### src/rtl/core/assert_macros.svh
// assertion macros for the p50 command decoder
// each macro samples on clk and is disabled while arst_n is low
`ifndef ASSERT_MACROS_SVH
`define ASSERT_MACROS_SVH

// property must hold at every clock edge outside reset
`define P50_ASSERT_PROP(lbl, prop, msg) \
	lbl: assert property (@(posedge clk) disable iff (!arst_n) prop) else $error(msg);

// expression must never be true outside reset
`define P50_ASSERT_NEVER(lbl, expr, msg) \
	lbl: assert property (@(posedge clk) disable iff (!arst_n) !(expr)) else $error(msg);

`endif

### src/rtl/core/p50cd_pkg.sv
// shared types and constants for the p50 command decoder
// no dependencies
package p50cd_pkg;

	localparam int unsigned ByteW   = 8;
	localparam int unsigned ModuleW = 6;
	localparam int unsigned TdataW  = 32;

	typedef enum logic [2:0] {
		KIND_POWER_ON  = 3'd0,
		KIND_POWER_OFF = 3'd1,
		KIND_COIL_OFF  = 3'd2,
		KIND_SWITCH    = 3'd3,
		KIND_LOCO      = 3'd4,
		KIND_FUNCS     = 3'd5,
		KIND_QUERY     = 3'd6
	} kind_t;

	localparam logic [ByteW-1:0] OP_COIL_OFF  = 8'd32;
	localparam logic [ByteW-1:0] OP_SWITCH_B  = 8'd33;
	localparam logic [ByteW-1:0] OP_SWITCH_A  = 8'd34;
	localparam logic [ByteW-1:0] OP_LOCO_MAX  = 8'd31;
	localparam logic [ByteW-1:0] OP_FUNC_MIN  = 8'd64;
	localparam logic [ByteW-1:0] OP_FUNC_MAX  = 8'd79;
	localparam logic [ByteW-1:0] OP_POWER_ON  = 8'd96;
	localparam logic [ByteW-1:0] OP_POWER_OFF = 8'd97;
	localparam logic [ByteW-1:0] OP_MULTI_MIN = 8'd129;
	localparam logic [ByteW-1:0] OP_MULTI_MAX = 8'd192;
	localparam logic [3:0]       SPEED_REV    = 4'd15;

	typedef enum logic {
		ST_IDLE  = 1'b0,
		ST_BURST = 1'b1
	} state_t;

	typedef struct packed {
		kind_t               kind;
		logic [7:0]          target;
		logic [2:0]          coil;
		logic                coil_on;
		logic [3:0]          speed_step;
		logic                reverse;
		logic                light;
		logic [3:0]          func_bits;
		logic [ModuleW-1:0]  module_res;
		logic                last;
	} result_t;

	typedef struct packed {
		logic load;
		logic step;
	} ctrl_cmd_t;

	typedef struct packed {
		logic slot_free;
		logic opens_burst;
		logic burst_last;
	} dp_status_t;

endpackage

### src/rtl/core/p50cd_ctrl.sv
// controller state machine for the p50 command decoder
// depends on p50cd_pkg
module p50cd_ctrl import p50cd_pkg::*; (
	input  logic       clk,
	input  logic       arst_n,
	input  logic       in_valid,
	output logic       in_ready,
	input  dp_status_t status,
	output ctrl_cmd_t  cmd
);

	state_t state_q, state_d;

	always_ff @(posedge clk or negedge arst_n) begin
		if (!arst_n) begin
			state_q <= ST_IDLE;
		end else begin
			state_q <= state_d;
		end
	end

	always_comb begin
		state_d = state_q;
		unique case (state_q)
			ST_IDLE: begin
				if (cmd.load && status.opens_burst) begin
					state_d = ST_BURST;
				end
			end
			ST_BURST: begin
				if (cmd.step && status.burst_last) begin
					state_d = ST_IDLE;
				end
			end
			default: state_d = ST_IDLE;
		endcase
	end

	always_comb begin
		in_ready = 1'b0;
		cmd      = '0;
		unique case (state_q)
			ST_IDLE: begin
				in_ready = status.slot_free;
				cmd.load = in_valid && status.slot_free;
			end
			ST_BURST: begin
				cmd.step = status.slot_free;
			end
			default: begin
				in_ready = 1'b0;
			end
		endcase
	end

endmodule

### src/rtl/core/p50cd_datapath.sv
// decode datapath, protocol state and output register of the p50 command decoder
// depends on p50cd_pkg and assert_macros.svh
`include "assert_macros.svh"

module p50cd_datapath import p50cd_pkg::*; (
	input  logic             clk,
	input  logic             arst_n,
	input  ctrl_cmd_t        cmd,
	output dp_status_t       status,
	input  logic [ByteW-1:0] rx_byte,
	output logic             out_valid,
	input  logic             out_ready,
	output result_t          out_res
);

	logic [ByteW-1:0]   pending_first_q;
	logic               awaiting_q;
	logic [6:0]         last_switch_q;
	logic [ModuleW-1:0] cnt_q;
	logic [ModuleW-1:0] last_idx_q;
	logic               out_valid_q;
	result_t            out_res_q;

	result_t            dec_res;
	result_t            step_res;
	logic               dec_has;
	logic               dec_opener;
	logic               dec_sw_upd;
	logic [6:0]         dec_sw;
	logic [ByteW-1:0]   a1;
	logic [3:0]         spd;
	logic               is_multi;
	logic [ByteW-1:0]   multi_idx;

	assign a1        = rx_byte - 8'd1;
	assign spd       = pending_first_q[3:0];
	assign is_multi  = (rx_byte >= OP_MULTI_MIN) && (rx_byte <= OP_MULTI_MAX);
	assign multi_idx = rx_byte - OP_MULTI_MIN;
	assign dec_sw    = {1'b0, a1[7:2]} + 7'd1;

	always_comb begin
		dec_res    = '0;
		dec_has    = 1'b0;
		dec_opener = 1'b0;
		dec_sw_upd = 1'b0;
		dec_res.last = 1'b1;
		if (awaiting_q) begin
			// second byte is always the address
			if (pending_first_q == OP_SWITCH_B || pending_first_q == OP_SWITCH_A) begin
				if (rx_byte != '0) begin
					dec_has            = 1'b1;
					dec_sw_upd         = 1'b1;
					dec_res.kind       = KIND_SWITCH;
					dec_res.target     = {1'b0, dec_sw};
					dec_res.coil       = {a1[1:0], pending_first_q[0]};
					dec_res.coil_on    = 1'b1;
				end
			end else if (pending_first_q <= OP_LOCO_MAX) begin
				dec_has            = 1'b1;
				dec_res.kind       = KIND_LOCO;
				dec_res.target     = rx_byte;
				dec_res.reverse    = (spd == SPEED_REV);
				dec_res.speed_step = (spd == SPEED_REV) ? 4'd0 : spd;
				dec_res.light      = pending_first_q[4];
			end else if (pending_first_q >= OP_FUNC_MIN && pending_first_q <= OP_FUNC_MAX) begin
				dec_has           = 1'b1;
				dec_res.kind      = KIND_FUNCS;
				dec_res.target    = rx_byte;
				dec_res.func_bits = pending_first_q[3:0];
			end
		end else if (rx_byte == OP_POWER_ON) begin
			dec_has      = 1'b1;
			dec_res.kind = KIND_POWER_ON;
		end else if (rx_byte == OP_POWER_OFF) begin
			dec_has      = 1'b1;
			dec_res.kind = KIND_POWER_OFF;
		end else if (rx_byte == OP_COIL_OFF) begin
			dec_has        = 1'b1;
			dec_res.kind   = KIND_COIL_OFF;
			dec_res.target = {1'b0, last_switch_q};
		end else if (is_multi) begin
			// first query of a burst, module 0
			dec_has      = 1'b1;
			dec_res.kind = KIND_QUERY;
			dec_res.last = (rx_byte == OP_MULTI_MIN);
		end else if (rx_byte > OP_MULTI_MAX) begin
			dec_has            = 1'b1;
			dec_res.kind       = KIND_QUERY;
			dec_res.module_res = rx_byte[ModuleW-1:0];
		end else if (rx_byte == OP_SWITCH_B || rx_byte == OP_SWITCH_A
				|| rx_byte <= OP_LOCO_MAX
				|| (rx_byte >= OP_FUNC_MIN && rx_byte <= OP_FUNC_MAX)) begin
			dec_opener = 1'b1;
		end
	end

	// next query item of a running burst
	always_comb begin
		step_res            = '0;
		step_res.kind       = KIND_QUERY;
		step_res.module_res = cnt_q;
		step_res.last       = (cnt_q == last_idx_q);
	end

	assign status.slot_free   = !out_valid_q || out_ready;
	assign status.opens_burst = !awaiting_q && is_multi && (rx_byte != OP_MULTI_MIN);
	assign status.burst_last  = (cnt_q == last_idx_q);

	always_ff @(posedge clk or negedge arst_n) begin
		if (!arst_n) begin
			pending_first_q <= '0;
			awaiting_q      <= 1'b0;
			last_switch_q   <= '0;
			out_valid_q     <= 1'b0;
		end else begin
			if (cmd.load) begin
				if (awaiting_q) begin
					awaiting_q <= 1'b0;
				end else if (dec_opener) begin
					awaiting_q      <= 1'b1;
					pending_first_q <= rx_byte;
				end
				if (dec_sw_upd) begin
					last_switch_q <= dec_sw;
				end
			end
			if ((cmd.load && dec_has) || cmd.step) begin
				out_valid_q <= 1'b1;
			end else if (out_ready) begin
				out_valid_q <= 1'b0;
			end
		end
	end

	// burst counter and result payload
	always_ff @(posedge clk) begin
		if (cmd.load) begin
			cnt_q      <= ModuleW'(1);
			last_idx_q <= multi_idx[ModuleW-1:0];
			if (dec_has) begin
				out_res_q <= dec_res;
			end
		end else if (cmd.step) begin
			cnt_q     <= cnt_q + ModuleW'(1);
			out_res_q <= step_res;
		end
	end

	assign out_valid = out_valid_q;
	assign out_res   = out_res_q;

	`P50_ASSERT_PROP(a_out_hold, out_valid_q && !out_ready |=> out_valid_q && $stable(out_res_q), "result changed while stalled")
	`P50_ASSERT_NEVER(a_burst_range, cmd.step && (cnt_q > last_idx_q), "burst counter past final module")
	`P50_ASSERT_PROP(a_addr_taken, cmd.load && awaiting_q |=> !awaiting_q, "address byte not consumed")

endmodule

### src/rtl/core/p50_command_decoder_top.sv
// top level of the p50 command decoder: stream ports, controller and datapath
// depends on p50cd_pkg, p50cd_ctrl and p50cd_datapath
//
// Decodes bytes of the P50 railway interface into command items. A switch, loco drive
// or loco function opener is stored and completed by the next byte. A multi-module
// query byte (129 to 192) yields n = byte - 128 query items, one per cycle from the
// output register while m_tready is high, so it holds s_tready low while the burst
// counter runs. A result waiting in the output register blocks input only while
// m_tready is low; unused bytes and switch address zero give no item.
module p50_command_decoder_top import p50cd_pkg::*; (
	input  logic              clk,
	input  logic              arst_n,
	input  logic              s_tvalid,
	output logic              s_tready,
	input  logic [ByteW-1:0]  s_tdata,   // [7:0] rx_byte
	output logic              m_tvalid,
	input  logic              m_tready,
	output logic [TdataW-1:0] m_tdata,   // [2:0] kind, [10:3] target, [13:11] coil,
	                                     // [14] coil_on, [18:15] speed_step, [19] reverse,
	                                     // [20] light, [24:21] func_bits, [30:25] module_res,
	                                     // [31] zero
	output logic              m_tlast
);

	ctrl_cmd_t  cmd;
	dp_status_t status;
	result_t    res;

	p50cd_ctrl u_ctrl (
		.clk      (clk),
		.arst_n   (arst_n),
		.in_valid (s_tvalid),
		.in_ready (s_tready),
		.status   (status),
		.cmd      (cmd)
	);

	p50cd_datapath u_dp (
		.clk       (clk),
		.arst_n    (arst_n),
		.cmd       (cmd),
		.status    (status),
		.rx_byte   (s_tdata),
		.out_valid (m_tvalid),
		.out_ready (m_tready),
		.out_res   (res)
	);

	assign m_tdata = {1'b0, res.module_res, res.func_bits, res.light, res.reverse,
			res.speed_step, res.coil_on, res.coil, res.target, res.kind};
	assign m_tlast = res.last;

endmodule
### config.mk
export PLATFORM = sky130hd
export DESIGN_NAME = p50_command_decoder_top
export DESIGN_NICKNAME = d
export VERILOG_FILES = /design/src/rtl/core/p50cd_pkg.sv /design/src/rtl/core/p50cd_ctrl.sv /design/src/rtl/core/p50cd_datapath.sv /design/src/rtl/core/p50_command_decoder_top.sv
export VERILOG_INCLUDE_DIRS = /design/src /design/src/rtl/core
export SDC_FILE = /design/constraint.sdc
export NUM_CORES = 1
export LEC_CHECK = 0
export BUFFER_PORTS_ARGS = -buffer_cell sky130_fd_sc_hd__clkbuf_2
export CORE_ASPECT_RATIO = 0.5
export CORE_UTILIZATION = 51
export DETAILED_ROUTE_END_ITERATION = 12
export PLACE_DENSITY = 0.76
export SLEW_MARGIN = 25
export SYNTH_ARGS = -nofsm -noshare
export SYNTH_HDL_FRONTEND = slang
export SYNTH_SLANG_ARGS = --single-unit
export TNS_END_PERCENT = 5
### constraint.sdc
create_clock -name clk -period 2.4 [get_ports clk]
set_input_delay 0.12 -clock clk [delete_from_list [all_inputs] [get_ports clk]]
set_output_delay 0.12 -clock clk [all_outputs]
set_load 0.1 [all_outputs]
Word-level counts from Yosys, hierarchy flattened. Index checks and enable logic that the tools add are counted.

Bitwise operators: 2. Reductions and logical operators: 23. $lt $le $gt $ge: 9. Multiplexer cells: 59. Eq/ne operators: 12. Add/subtract/negate cells: 4.

Operators with widths (number): 2-to-1 mux 32 bit (3); 2-to-1 mux 11 bit (4); == test 8 x 6 -> 1 bit, second input constant (5); 2-to-1 mux 7 bit (5); 2-to-1 mux 1 bit (29); 2-to-1 mux 14 bit (2); 2-to-1 mux 6 bit (3); == test 8 x 7 -> 1 bit, second input constant (2); greater-or-equal comparator 8 x 7 -> 1 bit, second input constant (2); less-or-equal comparator 8 x 5 -> 1 bit, second input constant (2); less-or-equal comparator 8 x 7 -> 1 bit, second input constant (2); 2-to-1 mux 4 bit (4); 2-to-1 mux 8 bit (2); 2-to-1 mux 3 bit (5); 2-to-1 mux 10 bit (1); logical AND 1 bit (9); == test 8 bit, second input constant (1); greater-or-equal comparator 8 bit, second input constant (1); > comparator 8 bit, second input constant (1); less-or-equal comparator 8 bit, second input constant (1); != test 8 bit, second input constant (1); nonzero test 8 bit (1); subtractor 8 x 1 -> 8 bit, second input constant (1); adder 6 x 1 -> 7 bit, second input constant (1); 12 further kinds (21).

Input bits: 12. Register bits after elaboration: 62. Output and inout bits: 35. Word-level logic and storage cells: 126.

Depth between registers and ports, before layout. Gate-level depths: netlist (run 1).

Word-level depth: 13. Gate-level depth with buffers: 10. Mapped depth without buffers: 10.

Hierarchy. A second synthesis (run 1) with hierarchy kept.

Cells, all modules: 288. Area, all modules: 3133.0 um2.

By module, submodules not included: p50cd_datapath (area an instance 3052.9 um2, instances 1, seq. area each 1686.6 um2, cells an instance 280); p50cd_ctrl (area an instance 68.8 um2, instances 1, seq. area each 25.0 um2, cells an instance 6); p50_command_decoder_top (area an instance 11.3 um2, instances 1, seq. area each 0.0 um2, cells an instance 2).

Worst setup path after synthesis (run 1). No wires, ideal clock.

Kind: register to register. Start: reg u_dp.out_valid_q (netlist: u_dp.out_valid). End: reg u_dp.out_res_q, in the netlist u_dp.out_res[0] (enable). Setup time: 0.390 ns. Arrival time: 2.796 ns. Cell stages (with the launch flop): 6. Required time: 2.010 ns. Slack: -0.786 ns. Clock period less this slack: 3.186 ns. Path buffers: 1. Path through: dfrtp_1 > nor2b_1 > or3b_2 > buf_2 > nor2_1 > or4_1.

Longest elaborated chain between the ends: 6. Elaborated cells between the ends (all ways): 8. Those cells by class: eq/ne: 1; mux: 2; reduce/logical: 5.

RTL lines: start: declaration (RTL line p50cd_datapath.sv:21) `logic out_valid_q;`; start signal: assignment (RTL line p50cd_datapath.sv:114) `out_valid_q <= 1'b0;`; start signal: assignment (RTL line p50cd_datapath.sv:128) `out_valid_q <= 1'b1;`; start signal: assignment (RTL line p50cd_datapath.sv:130) `out_valid_q <= 1'b0;`; logical NOT 1 bit * (RTL line p50cd_datapath.sv:105) `assign status.slot_free = !out_valid_q || out_ready;`; logical OR 1 bit * (RTL line p50cd_datapath.sv:105); logical AND 1 bit (RTL line p50cd_ctrl.sv:45) `cmd.load = in_valid && status.slot_free;`; 2-to-1 mux 1 bit (RTL line p50cd_ctrl.sv:42) `unique case (state_q)`; != test 2 x 1 -> 1 bit (no source line) / nonzero test 2 bit (equally long branches); AND reduction 2 bit (no source line) *; end signal: assignment (RTL line p50cd_datapath.sv:141) `out_res_q <= dec_res;`; end signal: assignment (RTL line p50cd_datapath.sv:145) `out_res_q <= step_res;`; end: declaration (RTL line p50cd_datapath.sv:22) `result_t out_res_q;`.

Mark *: on every way between the ends. The rest lies on a longest branch, timed or not. A chain may end at the register's enable or synchronous reset.

Worst setup path after layout (run 1).
Start: reg u_dp.out_valid_q (netlist: u_dp.out_valid). End: reg u_dp.out_res_q, in the netlist u_dp.out_res[16], data pin.

Longest elaborated chain between the ends: 5.

RTL lines: logical NOT 1 bit (RTL line p50cd_datapath.sv:105); logical OR 1 bit (RTL line p50cd_datapath.sv:105); logical AND 1 bit (RTL line p50cd_ctrl.sv:45); 2-to-1 mux 1 bit (RTL line p50cd_ctrl.sv:42); 2-to-1 mux 32 bit (RTL line p50cd_datapath.sv:137) `if (cmd.load) begin`.

Every way passes these cells.

==> out/qor.yml, run 1 <==
status:
  status: "complete, but fails checks"
  violations: "design-rule violations"
place:
  dp_slack_ps: 111
  gp_congestion: 0.902
  hpwl_um: 5330
  io_buffers: 45
routing:
  wl_per_cell_um: 18.5
  via_count: 2445
  first_iter_violations: 191
  final_antenna_net_count: 0
  drc: 5
  drtPass1Iterations: 9
  wl_um: 7540
  vias_per_cell: 6.01
die:
  core_area_sq_um: 5660
  row_count: 19
  start_util_pct: 54.7
  die_area_sq_um: 6400
  die_h_um: 57.1
  ios: 47
  die_x_um: 112
timing:
  setup_slack_ps: 122
  fin_worst_skew_ps: 6.80
  timing.fmax_mhz: 439
  fin_crit_ps: 2280
  setup_tns_ps: 0
  finalHoldViolCount: 0
  setup_violations: 0
  drv_slew: 0
  slew-limit-headroom_pct: 54.9
  tightest_slew_ps: 675
  rsz0062_at_grt: "no"
  period_share_pct: 94.9
clock_network:
  clk_pin_slew_ps: 50
  cts_root_buf: "clkbuf_16"
  clock_latency_ps: 330
  numCtsBuffers: 9
  clockBufferDepth: 2
  cts_tree: "done"
  clock-sinks: 62
  htreeDepth: 3
  cts_setup_buffers: 0
synthesis:
  avgSynthCellArea_sq_um: 11.6
  yosysMostFrequentCell: "edfxtp_1"
  synthTopCellsByCount: "edfxtp_1, nand2_1, dfrtp_1, nor2_1, xor2_1"
  synthArstFlopShare_pct: 29.0
  netlist_area_sq_um: 3100
  ys_types: 63
  ys_ff_latch: 62
  yosys_warnings: 0
  seq_area_frac_synth_pct: 55.3
  netlist_top_cells_area: "edfxtp_1, dfrtp_1, dfxtp_1"
  yosysTopAreaCellShare_pct: 36.9
  syn-num-nets: 283
  yosys.area.top_type: "edfxtp_1"
  synth_cells: 266
  ys.flop_type: "edfxtp_1"
  synth_edf_count: 38
power_and_ir_drop:
  p_leak_nw: 1.66
  power_mw: 5.61
  powerDensity_nw_per_um2: 1460
  vdd_drop_max_v: 0.000631
critical_path:
  cpMaxStageDelayCell: "nor4b_1"
  crit_buf_inv: 1
  startpoint: "u_dp.out_valid"
  crit_path_end_kind: "flip-flop"
  worstReg2RegStart: "u_dp.out_valid"
  crit_chain: "nor2b_2 -> or3b_2 -> buf_4 -> nor4b_1 -> and2_1"
  startpoint_type: "flip-flop"
  cp_data_arrival_time_ps: 2470
  required_ps: 2600
  slowest_delay_ps: 570
  path_class: "reg2reg"
  cp_max_fo: 17
  crit_family: "simple AND/OR/NAND/NOR gates"
layout:
  multi_input_area_sq_um: 1300
  diodes: 0
  seq_area_sq_um: 1720
  n_fill_cell: 421
  final_nets: 346
  syn2layout_area_growth_pct: 23.7
  drive_above_1_share_pct: 32.0
global_routing:
  antenna_found_initial: 0
  grt_first_pass_wirelength_um: 12200
  grt_overflow_total: 0
  grt_start_max_net_pins: 27
  grtUsageTotal_pct: 25.9
  grt_pass1_vias: 2351
flow_run:
  max-cap-violations: 0
hold_path:
  hp-start: "s_tdata[0]"
  hold_class: "in2reg"
==> placed cells by master, fill, tap and decap left out, types with 4 or more instances in the layout <==
cell and count:
a21oi_1 4, a22o_1 5, a22oi_1 7, and2_1 9, and3_1 5, buf_4 17, clkbuf_16 9, clkbuf_2 45
dfrtp_1 17, dfxtp_1 6, edfxtp_1 38, ha_1 5, inv_1 6, mux2_2 7, nand2_1 26, nand3_1 5
nand4_1 4, nor2_1 16, nor2b_1 4, nor3_1 5, o21ai_0 9, xnor2_1 6, xor2_1 11
==> final cells by class <==
type	instances	area share (%)
Multi-Input combinational cell	184	34.0
Timing Repair Buffer	65	10.5
Tap cell	73	2.38
Inverter	7	0.686
Sequential cell	62	44.8
Clock inverter	6	1.63
Clock buffer	10	5.98
==> flip-flops by register name (all words and copies together) (netlist names) <==
register / count
u_dp.out_res: 32
u_dp.pending_first_q: 8
u_dp.last_switch_q: 7
u_dp.cnt_q: 6
u_dp.last_idx_q: 6
u_ctrl.state_q: 1
u_dp.awaiting_q: 1
u_dp.out_valid: 1
==> worst paths after layout <==
path	endpoint	cells past startpoint	slack [ps]
setup / recovery	u_dp.out_res[16]	5	120
hold / removal	u_dp.last_idx_q[0]	2	100
hold reg to reg	u_dp.last_switch_q[2]	1	480
max in group asynchronous	u_dp.out_valid	2	1720
setup reg to reg	u_dp.out_res[16]	5	120
min in group asynchronous	u_dp.pending_first_q[2]	2	300
==> report_power, final <==
part | internal, mW | total (mW) | leakage, nW | switching (mW)
clock | 0.800 | 1.26 | 0.146 | 0.458
combinational | 0.467 | 2.54 | 0.857 | 2.08
sequential | 1.56 | 1.80 | 0.654 | 0.242
==> metrics by stage <==
step,hold WS [ps],util (%),cell area (sq um),std cells
detailed placement,109,62.4,3530,390
global route,107,67.7,3830,407
CTS,92.7,67.7,3830,407
floorplan,-176,-,3120,266
global placement,93.6,62.4,3530,390
finish,104,67.7,3830,407
==> kinds of logic (layout without fill, tap and decap cells) <==
logic type	count (synthesis)	in the layout	share of synthesized area (%)
buf+inv	20	88	3.15
compound gates	44	44	11.4
mux	8	8	2.87
simple gates	109	109	20.3
other cells	1	1	0.121
fa+ha+maj	5	5	2.02
flops	62	62	55.3
xor+xnor	17	17	4.81
==> metal layers <==
layer  GRT usage, %  vias up  wire length (um)
li1               -     1104                 -
met1           36.3     1179              3340
met2           37.3      146              3290
met3           8.08       16               763
met4           12.0        0               155
met5              0        -                 0
==> worst reg2reg max path, stage by stage (launching register included) <==
cell	delay, ps
dfrtp_4	480
nor2b_2	180
or3b_2	460
buf_4	230
nor4b_1	570
and2_1	220
==> repair_timing <==
item	4_1_cts	5_1_grt
hold buffers	1	0
gates resized for setup	0	0
hold endpoints to repair	18	0
Power figures use the tool's default switching activity.
==> run 2: changes to the inputs <==
ABC_AREA = 1   (was unset)
==> run 2 against run 1 <==
Effect of this change: clock skew is 1.0 ps lower; sequential share of layout area is 2.0 points higher; sequential power down 3%; total power shrank 1.9%; wire length fell by 5.0%; flip-flop and latch count is the same; final cell count rose by 15%; non-clock buffer count fell by 13; critical path type unchanged; combinational power fell by 2%; worst setup slack improved by 210 ps; synthesized cell count is 25% higher; global-route usage down 0.50 points; the flow now finishes without violations.
==> out/qor.yml, run 2 <==
clock_network:
  clock_latency_ps: 330  # about the same
  cts_root_buf: "clkbuf_16"  # unchanged
  clockBufferDepth: 2  # unchanged
  numCtsBuffers: 9  # unchanged
  clock-sinks: 62  # unchanged
  cts.repair.resized: 0  # unchanged
  cts_tree: "done"  # unchanged
  htreeDepth: 3  # unchanged
  clk_pin_slew_ps: 60  # was 50 ps
timing:
  timing.fmax_mhz: 484  # was 439 MHz
  fin_worst_skew_ps: 5.78  # was 6.80 ps
  tightest_slew_ps: 574  # was 675 ps
  setup_slack_ps: 332  # was 122 ps
  fin_crit_ps: 2070  # was 2280 ps
  slew-limit-headroom_pct: 61.9  # was 54.9%
  period_share_pct: 86.2  # was 94.9%
  drv_slew: 0  # unchanged
  finalHoldViolCount: 0  # unchanged
  rsz0062_at_grt: "no"  # unchanged
  setup_violations: 0  # unchanged
  setup_tns_ps: 0  # unchanged
routing:
  final_antenna_net_count: 0  # unchanged
  drtPass1Iterations: 5  # was 9
  wl_um: 7170  # was 7540 um
  wl_per_cell_um: 15.3  # was 18.5 um
  first_iter_violations: 206  # was 191
  vias_per_cell: 5.41  # was 6.01
  drc: 0  # was 5
  via_count: 2530  # was 2445
synthesis:
  yosys.area.top_type: "edfxtp_1"  # unchanged
  synth_edf_count: 38  # unchanged
  netlist_area_sq_um: 3020  # was 3100 sq um
  ys_ff_latch: 62  # unchanged
  netlist_top_cells_area: "edfxtp_1, dfrtp_1, nand2_1"  # was edfxtp_1, dfrtp_1, dfxtp_1
  syn-num-nets: 349  # was 283
  yosysMostFrequentCell: "nand2_1"  # was edfxtp_1
  ys_types: 34  # was 63
  yosys_warnings: 0  # unchanged
  synth_cells: 332  # was 266
  synthTopCellsByCount: "nand2_1, inv_1, edfxtp_1"  # was edfxtp_1, nand2_1, dfrtp_1, nor2_1, xor2_1
  ys.flop_type: "edfxtp_1"  # unchanged
  seq_area_frac_synth_pct: 56.7  # was 55.3%
  synthArstFlopShare_pct: 29.0  # unchanged
  avgSynthCellArea_sq_um: 9.09  # was 11.6 sq um
  yosysTopAreaCellShare_pct: 37.8  # was 36.9%
global_routing:
  grt_first_pass_wirelength_um: 11800  # was 12200 um
  grtUsageTotal_pct: 25.4  # was 25.9%
  antenna_found_initial: 0  # unchanged
  grt_pass1_vias: 2300  # was 2351
  grt_start_max_net_pins: 25  # was 27
  grt_overflow_total: 0  # unchanged
critical_path:
  crit_family: "simple AND/OR/NAND/NOR gates"  # unchanged
  cpMaxStageDelayCell: "dfrtp_1"  # was nor4b_1
  crit_buf_inv: 3  # was 1
  crit_path_end_kind: "flip-flop"  # unchanged
  ff2ff_setup_slack_ps: 330  # was 120 ps
  cp_data_arrival_time_ps: 2070  # was 2470 ps
  required_ps: 2400  # was 2600 ps
  slowest_delay_ps: 410  # was 570 ps
  worstRegToRegCells: 8  # was 5
  path_class: "reg2reg"  # unchanged
  crit_end: "u_dp.out_res[1]"  # was u_dp.out_res[16]
  startpoint: "u_dp.pending_first_q[2]"  # was u_dp.out_valid
  cp_max_fo: 24  # was 17
  worstReg2RegStart: "u_dp.pending_first_q[2]"  # was u_dp.out_valid
  crit_chain: "inv_1 -> nand4_1 -> nor2_1 -> nand3_2 -> nand2_1 -> inv_1 -> nand3_2 -> buf_4"  # was nor2b_2 -> or3b_2 -> buf_4 -> nor4b_1 -> and2_1
  crit_cells: 8  # was 5
  startpoint_type: "flip-flop"  # unchanged
  r2r-end: "u_dp.out_res[1]"  # was u_dp.out_res[16]
power_and_ir_drop:
  internal_power_mw: 2.75  # was 2.83 mW
  p_leak_nw: 1.77  # was 1.66 nW
  powerDensity_nw_per_um2: 1500  # was 1460 nW/um^2
  p_clk_share_pct: 23.4  # was 22.4%
  seq_power_share_pct: 31.6  # was 32.2%
  vdd_drop_max_v: 0.00122  # was 0.000631 V
  switching_power_mw: 2.74  # was 2.78 mW
  combinationalPowerShare_pct: 45.0  # was 45.4%
  swShare_pct: 49.9  # was 49.5%
layout:
  syn2layout_area_growth_pct: 21.4  # was 23.7%
  final_nets: 407  # was 346
  largest_register_ffs: 32  # unchanged
  final_common_cell: "nand2_1"  # was clkbuf_2
  final_util_pct: 65.5  # was 67.7%
  diodes: 0  # unchanged
  drive_above_1_share_pct: 22.8  # was 32.0%
  final_cell_mix: "nand2_1, clkbuf_2, inv_1"  # was clkbuf_2, edfxtp_1, nand2_1
die:
  start_util_pct: 54.0  # was 54.7%
  die_area_sq_um: 6250  # was 6400 sq um
  row_count: 19  # unchanged
  die_h_um: 56.4  # was 57.1 um
  core_area_sq_um: 5590  # was 5660 sq um
  ios: 47  # unchanged
  die_x_um: 111  # was 112 um
flow_run:
  max-cap-violations: 0  # unchanged
place:
  io_buffers: 45  # unchanged
  hpwl_um: 5330  # about the same
  gp_congestion: 0.876  # was 0.902
  dp_slack_ps: 367  # was 111 ps
status:
  status: "complete, no violations"  # was complete, but fails checks
hold_path:
  hold_class: "in2reg"  # unchanged
  hp-start: "s_tdata[0]"  # unchanged
## run 2: cell types whose count changed after synthesis, moves of 6 or more
cell	previous run	this run
nand3_1	5	28
nand2_1	26	85
o21ai_2	0	6
nor2_1	18	36
inv_1	6	43
xor2_1	11	4
a22oi_1	7	0
mux2_2	7	0
and2_1	9	1
## run 2: final cells by class
class                      instances  area, sq um
tap                               73         91.3
sequential                        62         1710
multi-input combinational        218         1100
clock inverter                     6         60.1
timing repair buffer              52          280
fill                             467         1930
clock buffer                      10          239
inverter                          47          176
## run 2: how the worst min path moves through the flow
stage | end | cells after the start
CTS | u_dp.out_res[19] | 2
global placement | u_dp.last_switch_q[6] | 1
floorplan | u_ctrl.state_q | 0
detailed placement | u_dp.last_switch_q[3] | 1
finish | u_dp.out_res[19] | 2
global route | u_dp.out_res[19] | 2
## run 2: kinds of logic (layout without fill, tap and decap cells)
kind of cell               after synthesis  count (layout)  synth area share [%]
other                                    1               1                 0.124
xor gates and xnor gates                 6               6                  1.74
AOI/OAI and AO/OA                       29              29                  6.10
DFF                                     62              62                  56.7
buffers and inverters                   52             115                  6.93
adders and majority gates                5               5                  2.07
and+or+nand+nor                        177             177                  26.3
## run 2: what timing repair did
item | CTS | global route
hold endpoints to repair | 18 | 0
setup buffers | 0 | 0
hold buffers | 1 | 0
## run 2: through the flow
stage,std cells,instance area (sq um),power [mW],hold slack (ps)
2_1_floorplan,332,3020,3.81,-176
3_3_place_gp,451,3350,4.17,91.3
3_5_place_dp,451,3350,4.22,96.8
4_1_cts,468,3660,5.52,112
5_1_grt,468,3660,5.71,136
6_report,468,3660,5.50,126
## run 2: power by group through the flow
stage	sequential [mW]	combinational (mW)	clock, mW
finish	1.74	2.48	1.28
detailed placement	1.75	2.47	0
global placement	1.73	2.44	0
CTS	1.73	2.48	1.31
global route	1.78	2.59	1.34
floorplan	3.20	0.610	0
## run 2: worst reg2reg max path: stages (launching register included)
cell and delay [ps]:
dfrtp_1 410, inv_1 110, nand4_1 100, nor2_1 250
nand3_2 280, nand2_1 120, inv_1 70, nand3_2 80
buf_4 310
## run 2: metal layers
layer	GRT usage (%)	routed length, um	vias up
met2	37.7	3090	121
met1	34.2	3250	1182
met3	8.64	669	17
li1	-	-	1210
met4	11.0	159	0
met5	0	0	-
==> run 3: changes to the inputs <==
CORE_ASPECT_RATIO = 1.5   (was 0.5)
MAX_ROUTING_LAYER = met4   (was unset)
==> run 3 against run 2 <==
Effect of this change: first-iteration DRC count is 19% lower; highest routed layer unchanged; flip-flop and latch count unchanged; critical path depth is 2 higher; die area is 0.20% lower; design area fell by 3.2%; critical endpoint is now u_dp.out_res[25]; clock skew grew 1.2 ps.
==> out/qor.yml, run 3 (same netlist as run 2, synthesis figures left out) <==
die:
  die_area_sq_um: 6230  # was 6250 sq um
  row_count: 33  # was 19
  core_area_sq_um: 5570  # was 5590 sq um
  start_util_pct: 54.1  # was 54.0%
  ios: 47  # unchanged
  die_h_um: 96.2  # was 56.4 um
  die_x_um: 64.8  # was 111 um
critical_path:
  crit_family: "simple AND/OR/NAND/NOR gates"  # unchanged
  cp_max_fo: 24  # unchanged
  ff2ff_setup_slack_ps: 380  # was 330 ps
  path_class: "reg2reg"  # unchanged
  crit_path_end_kind: "flip-flop"  # unchanged
  worstReg2RegStart: "u_dp.out_valid"  # was u_dp.pending_first_q[2]
  slowest_delay_ps: 410  # about the same
  cp_data_arrival_time_ps: 2040  # was 2070 ps
  startpoint_type: "flip-flop"  # unchanged
  crit_buf_inv: 3  # unchanged
  startpoint: "u_dp.out_valid"  # was u_dp.pending_first_q[2]
  required_ps: 2420  # was 2400 ps
  crit_chain: "nand2_2 -> nand2_2 -> nor2_4 -> nand2_1 -> inv_1 -> nand3_2 -> nand2_1 -> inv_1 -> nand3_2 -> buf_4"  # was inv_1 -> nand4_1 -> nor2_1 -> nand3_2 -> nand2_1 -> inv_1 -> nand3_2 -> buf_4
  cpMaxStageDelayCell: "dfrtp_2"  # was dfrtp_1
global_routing:
  grt_overflow_total: 0  # unchanged
  grtUsageTotal_pct: 24.9  # was 25.4%
  grt_pass1_vias: 2287  # was 2300
  antenna_found_initial: 0  # unchanged
  grt_start_max_net_pins: 25  # unchanged
  grt_first_pass_wirelength_um: 10900  # was 11800 um
place:
  gp_congestion: 0.943  # was 0.876
  io_buffers: 45  # unchanged
  dp_cells: 447  # was 451
  dp_slack_ps: 282  # was 367 ps
  hpwl_um: 4950  # was 5330 um
  place_area_sq_um: 3340  # was 3350 sq um
routing:
  final_antenna_net_count: 0  # unchanged
  wl_per_cell_um: 14.5  # was 15.3 um
  wl_um: 6740  # was 7170 um
  drtPass1Iterations: 5  # unchanged
  vias_per_cell: 5.36  # was 5.41
  drc: 0  # unchanged
  via_count: 2487  # was 2530
  first_iter_violations: 167  # was 206
power_and_ir_drop:
  swShare_pct: 52.3  # was 49.9%
  p_clk_share_pct: 17.7  # was 23.4%
  vdd_drop_max_v: 0.000674  # was 0.00122 V
  switching_power_mw: 2.66  # was 2.74 mW
  powerDensity_nw_per_um2: 1440  # was 1500 nW/um^2
  internal_power_mw: 2.43  # was 2.75 mW
  combinationalPowerShare_pct: 48.2  # was 45.0%
  power_mw: 5.09  # was 5.50 mW
  p_leak_nw: 1.72  # was 1.77 nW
  seq_power_share_pct: 34.2  # was 31.6%
timing:
  fin_worst_skew_ps: 6.98  # was 5.78 ps
  setup_tns_ps: 0  # unchanged
  slew-limit-headroom_pct: 63.8  # was 61.9%
  rsz0062_at_grt: "no"  # unchanged
  drv_slew: 0  # unchanged
  period_share_pct: 84.2  # was 86.2%
  timing.fmax_mhz: 495  # was 484 MHz
  setup_slack_ps: 380  # was 332 ps
  tightest_slew_ps: 545  # was 574 ps
  timing.hold.ws_ps: 92.2  # was 126 ps
  fin_crit_ps: 2020  # was 2070 ps
  finalHoldViolCount: 0  # unchanged
  setup_violations: 0  # unchanged
clock_network:
  numCtsBuffers: 9  # unchanged
  clock_latency_ps: 350  # was 330 ps
  clk_pin_slew_ps: 60  # about the same
  htreeDepth: 3  # unchanged
  cts_tree: "done"  # unchanged
  cts_root_buf: "clkbuf_8"  # was clkbuf_16
  clock-sinks: 62  # unchanged
  clockBufferDepth: 2  # unchanged
layout:
  final_nets: 406  # was 407
  final_area_sq_um: 3540  # was 3660 sq um
  final_cell_mix: "nand2_1, clkbuf_2, inv_1"  # unchanged
  seq_area_sq_um: 1710  # unchanged
  largest_register_ffs: 32  # unchanged
  syn2layout_area_growth_pct: 17.4  # was 21.4%
  drive_above_1_share_pct: 22.1  # was 22.8%
  fin_cells: 464  # was 468
  multi_input_area_sq_um: 1100  # unchanged
  final_common_cell: "nand2_1"  # unchanged
  n_fill_cell: 476  # was 467
  diodes: 0  # unchanged
  final_util_pct: 63.5  # was 65.5%
hold_path:
  hold_class: "in2reg"  # unchanged
  hp-start: "s_tdata[6]"  # was s_tdata[0]
flow_run:
  max-cap-violations: 0  # unchanged
status:
  status: "complete, no violations"  # unchanged
==> run 3: layout make-up <==
class,count,area share [%]
Tap cell,70,2.47
Multi-Input combinational cell,218,31.1
Inverter,47,4.98
Timing Repair Buffer,51,7.70
Sequential cell,62,48.4
Clock inverter,4,1.31
Clock buffer,12,4.10
==> run 3: tightest hold or removal path, cell delays in order <==
cell	delay (ps)
clkbuf_2	150
nand2_1	90
nand2_1	40
==> run 3: path summary, 6_finish.rpt <==
kind                                      endpoint  cells after the start
setup / recovery                  u_dp.out_res[25]                     10
min in group asynchronous    u_dp.last_switch_q[0]                      2
setup reg to reg                  u_dp.out_res[25]                     10
hold / removal             u_dp.pending_first_q[6]                      3
hold reg to reg              u_dp.last_switch_q[3]                      2
max in group asynchronous           u_dp.out_valid                      2
==> run 3: power by group through the flow <==
stage	clock, mW	sequential (mW)	combinational [mW]
final	0.899	1.74	2.45
after global routing	0.959	1.77	2.58
after CTS	0.902	1.74	2.45
after detailed placement	0	1.76	2.44
after global placement	0	1.74	2.42
after floorplan	0	3.20	0.610
==> run 3: repair_timing <==
action / in CTS / in global routing
setup buffers: 0 / 0
hold buffers: 1 / 0
endpoints found under the hold margin: 18 / 0
resized for setup: 0 / 0
==> run 3: layer usage <==
metal	vias to the layer above	track usage (%)	share of wire (%)
li1	1208	-	-
met1	1152	28.3	40
met2	106	41.5	52
met3	21	4.27	5.1
met4	0	13.9	3.2
met5	-	-	0
